$ cat src/rtl/brle_pkg.sv
package brle_pkg;

   localparam int unsigned ValueWidth  = 8;
   localparam int unsigned CountWidth  = 17;
   localparam int unsigned EncWidth    = 18;
   localparam int unsigned RepWidth    = 16;
   localparam int unsigned QueueDepth  = 4;
   localparam int unsigned QueueCntW   = $clog2(QueueDepth + 1);

   localparam logic [ValueWidth-1:0] RunMax = 8'd255;
   localparam logic [RepWidth-1:0]   RepMax = 16'hFFFF;

   // one emitted (value, length) pair with the end-of-stream totals
   typedef struct packed {
      logic [ValueWidth-1:0] run_value;
      logic [ValueWidth-1:0] run_length;
      logic                  end_of_stream;
      logic [CountWidth-1:0] total_bytes;
      logic [EncWidth-1:0]   encoded_bytes;
      logic [RepWidth-1:0]   repeat_pairs;
      logic                  rle_suitable;
   } pair_type;

   // pairs produced by one accepted byte, in emission order
   typedef struct packed {
      logic [1:0] count;
      pair_type   first;
      pair_type   second;
   } push_type;

endpackage

$ cat src/rtl/brle_core.sv
module brle_core #(
   parameter logic [16:0] CNT_LIMIT = 17'd65536
) (
   input  logic                         clock,
   input  logic                         reset,
   input  logic                         accept,
   input  logic [brle_pkg::ValueWidth-1:0] data_byte,
   input  logic                         last_byte,
   output brle_pkg::push_type           push
);

   logic                                run_open_ff;
   logic [brle_pkg::ValueWidth-1:0]     value_ff;
   logic [brle_pkg::ValueWidth-1:0]     length_ff;
   logic [brle_pkg::RepWidth-1:0]       repeat_ff;
   logic [brle_pkg::CountWidth-1:0]     bytes_ff;
   logic [brle_pkg::CountWidth-1:0]     runs_ff;

   logic                                run_open_in;
   logic [brle_pkg::ValueWidth-1:0]     value_in;
   logic [brle_pkg::ValueWidth-1:0]     length_in;
   logic [brle_pkg::RepWidth-1:0]       repeat_in;
   logic [brle_pkg::CountWidth-1:0]     bytes_in;
   logic [brle_pkg::CountWidth-1:0]     runs_in;

   logic                                same;
   logic                                emit_mid;
   logic [brle_pkg::ValueWidth-1:0]     len_upd;
   logic [brle_pkg::RepWidth-1:0]       rep_upd;
   logic [brle_pkg::CountWidth-1:0]     bytes_upd;
   logic [brle_pkg::CountWidth-1:0]     runs_mid;
   logic [brle_pkg::CountWidth-1:0]     runs_fin;
   logic [brle_pkg::RepWidth+2:0]       rep_x5;
   brle_pkg::pair_type                  mid_pair;
   brle_pkg::pair_type                  fin_pair;

   always_comb begin
      same      = run_open_ff && (data_byte == value_ff);
      emit_mid  = run_open_ff && (!same || (length_ff == brle_pkg::RunMax));
      bytes_upd = (bytes_ff < CNT_LIMIT) ? bytes_ff + 1'b1 : bytes_ff;
      rep_upd   = (same && (repeat_ff != brle_pkg::RepMax)) ? repeat_ff + 1'b1 : repeat_ff;
      runs_mid  = (emit_mid && (runs_ff < CNT_LIMIT)) ? runs_ff + 1'b1 : runs_ff;
      runs_fin  = (runs_mid < CNT_LIMIT) ? runs_mid + 1'b1 : runs_mid;
      len_upd   = (same && (length_ff != brle_pkg::RunMax)) ? length_ff + 1'b1 : 8'd1;
      // repeats times five, as shift and add
      rep_x5    = {1'b0, rep_upd, 2'b00} + {3'b000, rep_upd};

      mid_pair               = '0;
      mid_pair.run_value     = value_ff;
      mid_pair.run_length    = length_ff;

      fin_pair               = '0;
      fin_pair.run_value     = data_byte;
      fin_pair.run_length    = len_upd;
      fin_pair.end_of_stream = 1'b1;
      fin_pair.total_bytes   = bytes_upd;
      fin_pair.encoded_bytes = {runs_fin, 1'b0};
      fin_pair.repeat_pairs  = rep_upd;
      fin_pair.rle_suitable  = rep_x5 > {2'b00, bytes_upd};

      push.count  = accept ? ({1'b0, emit_mid} + {1'b0, last_byte}) : 2'd0;
      push.first  = emit_mid ? mid_pair : fin_pair;
      push.second = fin_pair;

      if (last_byte) begin
         // stream done, back to the idle state
         run_open_in = 1'b0;
         value_in    = '0;
         length_in   = '0;
         repeat_in   = '0;
         bytes_in    = '0;
         runs_in     = '0;
      end else begin
         run_open_in = 1'b1;
         value_in    = data_byte;
         length_in   = len_upd;
         repeat_in   = rep_upd;
         bytes_in    = bytes_upd;
         runs_in     = runs_mid;
      end
   end

   always_ff @(posedge clock) begin
      if (reset) begin
         run_open_ff <= 1'b0;
         value_ff    <= '0;
         length_ff   <= '0;
         repeat_ff   <= '0;
         bytes_ff    <= '0;
         runs_ff     <= '0;
      end else if (accept) begin
         run_open_ff <= run_open_in;
         value_ff    <= value_in;
         length_ff   <= length_in;
         repeat_ff   <= repeat_in;
         bytes_ff    <= bytes_in;
         runs_ff     <= runs_in;
      end
   end

endmodule

$ cat src/rtl/brle_queue.sv
module brle_queue (
   input  logic                clock,
   input  logic                reset,
   input  brle_pkg::push_type  push,
   output logic                room,
   output logic                out_valid,
   output brle_pkg::pair_type  out_pair,
   input  logic                out_ready
);

   brle_pkg::pair_type                 entry_ff [brle_pkg::QueueDepth];
   brle_pkg::pair_type                 entry_in [brle_pkg::QueueDepth];
   logic [brle_pkg::QueueCntW-1:0]     count_ff;
   logic [brle_pkg::QueueCntW-1:0]     count_in;
   logic [brle_pkg::QueueCntW-1:0]     base;
   logic                               pop;

   // head sits at entry 0, pops shift the rest down
   always_comb begin
      pop       = out_valid && out_ready;
      base      = count_ff - {{(brle_pkg::QueueCntW-1){1'b0}}, pop};
      count_in  = base + {{(brle_pkg::QueueCntW-2){1'b0}}, push.count};
      for (int i = 0; i < brle_pkg::QueueDepth; i++) begin
         if ((push.count != 2'd0) && (base == brle_pkg::QueueCntW'(i))) begin
            entry_in[i] = push.first;
         end else if ((push.count == 2'd2) && (base + 1'b1 == brle_pkg::QueueCntW'(i))) begin
            entry_in[i] = push.second;
         end else if (pop && (i < brle_pkg::QueueDepth - 1)) begin
            entry_in[i] = entry_ff[(i + 1) % brle_pkg::QueueDepth];
         end else begin
            entry_in[i] = entry_ff[i];
         end
      end
   end

   assign room      = count_ff <= brle_pkg::QueueCntW'(brle_pkg::QueueDepth - 2);
   assign out_valid = count_ff != '0;
   assign out_pair  = entry_ff[0];

   always_ff @(posedge clock) begin
      if (reset) begin
         count_ff <= '0;
      end else begin
         count_ff <= count_in;
      end
   end

   always_ff @(posedge clock) begin
      for (int i = 0; i < brle_pkg::QueueDepth; i++) begin
         entry_ff[i] <= entry_in[i];
      end
   end

endmodule

$ cat src/rtl/byte_run_length_encoder_unit.sv
// channel   dir  tdata                                          tlast          tuser
// req_      in   [7:0] data_byte                                last_byte      -
// rsp_      out  [7:0] run_value, [15:8] run_length,            end_of_stream  -
//                [32:16] total_bytes, [50:33] encoded_bytes,
//                [66:51] repeat_pairs, [67] rle_suitable
//
// one byte per cycle while req_tready is high; run update and pair build are one
// compare-and-increment step feeding a registered 4-entry queue that drives rsp_
// a closing byte can yield two pairs, but a stream never has more pairs than
// bytes, so with rsp_tready high at most two wait and req_tready stays high
// req_tready drops while three or more pairs wait, so only rsp_ stalls block it
// synchronous active-high reset empties the queue and clears the open run
module byte_run_length_encoder_unit #(
   parameter longint unsigned MAX_STREAM_LEN = 65536
) (
   input  logic        clock,
   input  logic        reset,
   input  logic        req_tvalid,
   output logic        req_tready,
   input  logic [7:0]  req_tdata,   // [7:0] data_byte
   input  logic        req_tlast,   // last_byte
   output logic        rsp_tvalid,
   input  logic        rsp_tready,
   output logic [71:0] rsp_tdata,   // run_value, run_length, total_bytes,
                                    // encoded_bytes, repeat_pairs, rle_suitable, zero pad
   output logic        rsp_tlast    // end_of_stream
);

   // counters hold 17 bits, so the limit is capped to what they can count
   localparam logic [16:0] CntLimit =
      (MAX_STREAM_LEN > 64'd131071) ? 17'h1FFFF : MAX_STREAM_LEN[16:0];

   logic                accept;
   brle_pkg::push_type  push;
   brle_pkg::pair_type  head;

   assign accept = req_tvalid && req_tready;

   // run tracking and pair building
   brle_core #(
      .CNT_LIMIT (CntLimit)
   ) u_core (
      .clock     (clock),
      .reset     (reset),
      .accept    (accept),
      .data_byte (req_tdata),
      .last_byte (req_tlast),
      .push      (push)
   );

   // result beats wait here until taken
   brle_queue u_queue (
      .clock     (clock),
      .reset     (reset),
      .push      (push),
      .room      (req_tready),
      .out_valid (rsp_tvalid),
      .out_pair  (head),
      .out_ready (rsp_tready)
   );

   // pack result beat, first field in the low bits
   assign rsp_tdata = {4'b0000, head.rle_suitable, head.repeat_pairs, head.encoded_bytes,
                       head.total_bytes, head.run_length, head.run_value};
   assign rsp_tlast = head.end_of_stream;

endmodule

$ cat config.mk
export PLATFORM = sky130hd
export DESIGN_NAME = byte_run_length_encoder_unit
export DESIGN_NICKNAME = d
export VERILOG_FILES = /design/src/rtl/brle_pkg.sv /design/src/rtl/brle_core.sv /design/src/rtl/brle_queue.sv /design/src/rtl/byte_run_length_encoder_unit.sv
export SDC_FILE = /design/constraint.sdc
export NUM_CORES = 1
export LEC_CHECK = 0
export ABC_AREA = 1
export BUFFER_PORTS_ARGS = -buffer_cell sky130_fd_sc_hd__buf_2
export CAP_MARGIN = 5
export CORE_MARGIN = 2
export CORE_UTILIZATION = 30
export DETAILED_ROUTE_END_ITERATION = 12
export SKIP_CTS_REPAIR_TIMING = 1
export SLEW_MARGIN = 20
export SYNTH_ARGS = -nofsm -noshare
export SYNTH_HDL_FRONTEND = slang
export SYNTH_SLANG_ARGS = --single-unit
$ cat constraint.sdc
create_clock -name clock -period 21.7 [get_ports clock]
set_input_delay 4.34 -clock clock [delete_from_list [all_inputs] [get_ports clock]]
set_output_delay 4.34 -clock clock [all_outputs]
set_load 0.03 [all_outputs]
After elaboration in Yosys (flattened, before gate mapping)
Memories as Yosys holds them, arrays and structs flattened.
Cells that the tools add are included.
W data, S select, Z words.
Operators by class
  mux-type cells: 24
  reduce and logical (&&, ||, !) cells: 21
  magnitude comparators: 5
  add/subtract/negate cells: 10
  eq/ne operators: 11
Operators by type and width (count)
  $mux W69: 12
  $mux W17: 5
  $add A17 B1 Y17 const B: 3
  $lt A17 B17 Y1 const B: 3
  $mux W16: 2
  $mux W8: 3
  $add A18 B16 Y19: 1
  $gt A19 B17 Y1: 1
  $add A16 B1 Y16 const B: 1
  $ne A16 B16 Y1 const B: 1
  $logic_and A1 B1 Y1: 15
  $eq A3 B2 Y1 const B: 4
  $add A8 B1 Y8 const B: 1
  $eq A8 B8 Y1: 1
  $eq A8 B8 Y1 const B: 1
  $ne A8 B8 Y1 const B: 1
  $eq A3 B1 Y1 const B: 2
  $logic_not A3 Y1: 2
  $add A3 B1 Y3 const B: 1
  $add A3 B2 Y3: 1
  $le A3 B2 Y1 const B: 1
  $reduce_bool A3 Y1: 1
  $sub A3 B1 Y3: 1
  $add A1 B1 Y2: 1
  6 further kinds: 6
Word-level totals
  output and inout port bits: 75
  word-level logic and storage cells: 79
  RAM bits: 276
  bits in registers: 70
  memories kept: 1
Memory list
  u_queue.entry_ff: words 4, width 69, rd ports 4, clocked after Yosys merged registers in 0, wr ports 4, line brle_queue.sv:11  | brle_pkg::pair_type entry_ff [brle_pkg::QueueDepth];

Logic depth before layout (Yosys ltp)
  word-level depth: 11
  depth in mapped cells: 38

By module
Synthesis repeated with hierarchy kept, for this count alone.
Unflattened totals
  cell total of the unflattened synthesis: 3011
  area, all modules: 21650.8 µm²
Modules (own cells, without submodules)
  brle_queue: cells each 1898, area an instance 14988.1 µm², times used 1, sequential area each 8348.0 µm²
  brle_core: cells each 1106, area an instance 6621.4 µm², times used 1, sequential area each 1341.3 µm²
  byte_run_length_encoder_unit: cells each 7, area an instance 41.3 µm², times used 1, sequential area each 0.0 µm²

Worst setup path after synthesis
OpenSTA, ideal clock, no wires.
  path kind: input to register
  start point: input req_tdata[7]
  end point: memory u_queue.entry_ff[3][0] (netlist name) (enable)
  data arrival time: 10804 ps
  slack: 10308 ps
  cell stages on the path: 15
  buffers on the path: 1
  cells stage by stage: inv_1 -> a21oi_2 -> nand3_2 -> nor2_4 -> nand3_4 -> nand2_1 -> inv_1 -> buf_1 -> ha_1 -> inv_1 -> nor2_1 -> inv_1 -> nor2_1 -> nand2_1 -> o21ai_0
RTL lines
  start, declared: line byte_run_length_encoder_unit.sv:20  | input logic [7:0] req_tdata,
  end, declared: line brle_queue.sv:11

==> results.md <==
* Core Util, Final at 0.345
* Hold_ws at 0.484 ns
* Area growth syn-to-layout at 13.8%
* Worst min-delay path category: flip-flop to flip-flop
* DR vias at 14,900
* Row count at 89
* Maxcap violations at 0
* Max-Slew Margin vs Limit at 0.253
* Buffers on Ports at 82
* R2R Setup Slk at 15.35 ns
* Max Transition Viols Final at 0
* Core box area at 0.0589 mm^2
* Vias in the first global route at 14,400
* # DRC at 0
* CP peak stage delay at 0.77 ns
* Critical path depth at 22
* Initial DRC count at 1,665
* Path depth of the worst reg2reg path at 19
* Leakage at 7.92 nW
* Synth area leader: edfxtp_1
* RSZ-0062 raised after global routing: no
* Setup Skew at 0.0118 ns
* Die width at 248 um
* Met3 Use GR at 0.0282
* Worst-path maximum fanout at 68
* TritonCTS clock tree: done
* Status: complete, no violations
* Met1 usage at 0.257
* Fmax at 106 MHz
* Cell Area, Synth at 0.0179 mm^2
* Final worst setup slack at 12.22 ns
* Pre-CTS setup slack at 11.66 ns
* Worst Setup End Kind: flip-flop
* Die Height at 248 um
* CP delay by family, top: simple AND/OR/NAND/NOR gates
* Startpoint types: input pin
* Required @ worst endpoint at 21.75 ns
* Most common cell after layout, fill and taps aside: nand2_1
* H-tree depth at 2
* Clock buffers created by TritonCTS at 38
* Reg2reg end: u_queue.entry_ff[0][46]
* Pre-antenna DRT Iters at 7
* Ys Warns at 0
* Most frequent cells in the layout: nand2_1 (569), edfxtp_1 (272), inv_1 (164), nor2_1 (122), o21ai_0 (120)
* Worst skew pair latency at 0.56 ns
* WL/cell at 19.9 um
* Detailed Route WL at 56.6 mm
* Avg Inst Size Synth at 8.95 um^2
* Largest net degree at the start of global routing at 71
* Grt peak-use layer: met2
* Crit. Startpoint: req_tdata[1]
* Post-synthesis cell count at 1,995
* Post-synth top area share at 0.457
* First-pass GRT wire length at 86.9 mm
* Worst r2r src: u_core.run_open_ff
* Post-synthesis register bit count at 342
* Min Clock Period, post-route at 9.48 ns
* Initial antenna violation count at 2
* Clock sinks at 342
* Slew @ Worst Pin at 1.12 ns
* Initial core utilization at 0.303
* GRT Residual Overflow at 0
* Met2 usage at 0.295
* CP arrival at 9.53 ns
* Synth cell types at 55
* Final Hold Violating Endpoints at 0
* Total Neg Setup Slack at 0 ns
* Root buf cell: clkbuf_16
* Nets at 2,104
* Die area at 0.0615 mm^2
* Period utilization at 0.437
* Clock transition at path regs at 0.06 ns
* CP cell instances: buf_2, inv_2, nand2_1, nand2_1, nor2_1, nand2_1, nor2_4, nand3_4, nand2_2, inv_1, ha_1, inv_1, nor2_1, o21a_1, inv_2, nor2_2, buf_4, inv_2, nand2_1, inv_2, buf_4, nand2_4
* Sum of buffers and inverters on the critical path at 9
* Largest cells by area after synthesis: edfxtp_1 (46%), nand2_1 (12%), dfxtp_1 (7.8%), inv_1 (3.5%), o21ai_0 (3.4%)
* PnR Total Power at 2.44 mW
* DP HPWL at 36.7 mm
* Setup violators final at 0
* Post-route antenna net violation count at 0
* Max IR drop VDD at 0.0725 mV
* GPL Wtd Cong at 0.892
* Critical path class: input pin to flip-flop
* ANT cells at 0
* Post-DR vias/cell at 5.23
* CTS max path bufs at 3
* Layout fillers at 5,950
* PD cells at 120 mW/mm^2
* Share of cells above drive strength 1 at 0.116
* Critical Path End: u_queue.entry_ff[0][46]
* IO Count at 88
* Register area share after synthesis at 0.536
* GRT Total Usage at 0.184
* Slowest-stage cell, CP: nand2_4
## power breakdown
part	switching [mW]	internal (mW)	total, mW	leakage, nW
logic	0.593	0.170	0.763	4.19
registers	0.0519	0.980	1.03	3.13
clock network	0.269	0.380	0.649	0.601
total	0.913	1.53	2.44	7.92
## metrics by stage
| step | instances | cell area, um^2 |
|---|---|---|
| 6_report | 2850 | 20300 |
| 3_5_place_dp | 2780 | 19100 |
| 4_1_cts | 2849 | 20300 |
| 3_3_place_gp | 2780 | 19100 |
| 2_1_floorplan | 1999 | 17900 |
| 5_1_grt | 2850 | 20300 |
## metal layers
layer / routed length [um] / vias to the layer above
met3: 4250 / 85
li1: - / 6977
met1: 24900 / 7210
met4: 1170 / 2
met2: 26300 / 619
met5: 13 / -
## sequential cells by signal, indices dropped and copies added (netlist names)
name,count
u_core.repeat_ff,16
u_core.bytes_ff,17
u_queue.count_ff,3
u_core.run_open_ff,1
u_core.length_ff,8
u_core.runs_ff,17
u_core.value_ff,8
u_queue.entry_ff,272
## synth_stat cells (all sizes together)
master	number
a211oi	5
a21o	1
a21oi	115
a221o	1
a221oi	4
a22o	4
a22oi	42
a31oi	1
a41oi	1
and2	2
buf	19
clkbuf	75
clkinv	1
conb	1
dfxtp	70
edfxtp	272
fa	2
ha	41
inv	189
nand2	586
nand3	67
nand3b	2
nand4	27
nor2	138
nor3	21
nor3b	2
nor4	3
o211ai	14
o21a	4
o21ai	158
o21bai	2
o221ai	39
o22a	4
o22ai	24
o31ai	1
or2	5
xnor2	12
xor2	40
## layout make-up
type,instances,area (um^2),share of cell area
multi-input cells,1373,7250,0.357
clock inverters,11,106,0.00524
repair buffers,103,591,0.0291
flip-flops and latches,342,9570,0.471
clock buffers,58,1120,0.0551
well taps,773,967,0.0476
inverters,190,716,0.0352
## kinds of logic (layout without fill, tap and decap cells)
logic type | count (synthesis) | count (layout) | share of synthesized area
simple gates | 853 | 853 | 0.202
compound gates | 420 | 420 | 0.142
flops | 342 | 342 | 0.536
buf+inv | 284 | 362 | 0.0626
xor+xnor | 52 | 52 | 0.0263
fa+ha+maj | 43 | 43 | 0.0310
other cells | 1 | 5 | 0.000210
## worst min path at each step
stage,start,endpoint,slack (ns),cells after the start
final,u_core.runs_ff[16],u_core.runs_ff[16],0.48,2
after floorplan,u_core.runs_ff[16],u_core.runs_ff[16],0.45,2
after CTS,u_core.runs_ff[16],u_core.runs_ff[16],0.48,2
after detailed placement,u_core.runs_ff[16],u_core.runs_ff[16],0.47,2
after global placement,u_core.runs_ff[16],u_core.runs_ff[16],0.46,2
after global routing,u_core.bytes_ff[15],u_core.bytes_ff[15],0.51,2
## worst reg2reg max path: cells and delay by family (launching register included)
kind | cells | cell delay, ns
adder cells (fa/ha/maj) | 1 | 0.40
AO/OA/AOI/OAI | 2 | 0.36
AND/OR/NAND/NOR | 8 | 2.14
buffers and inverters | 8 | 2.09
flip-flops | 1 | 0.80
(Power assumes the default switching activity.)
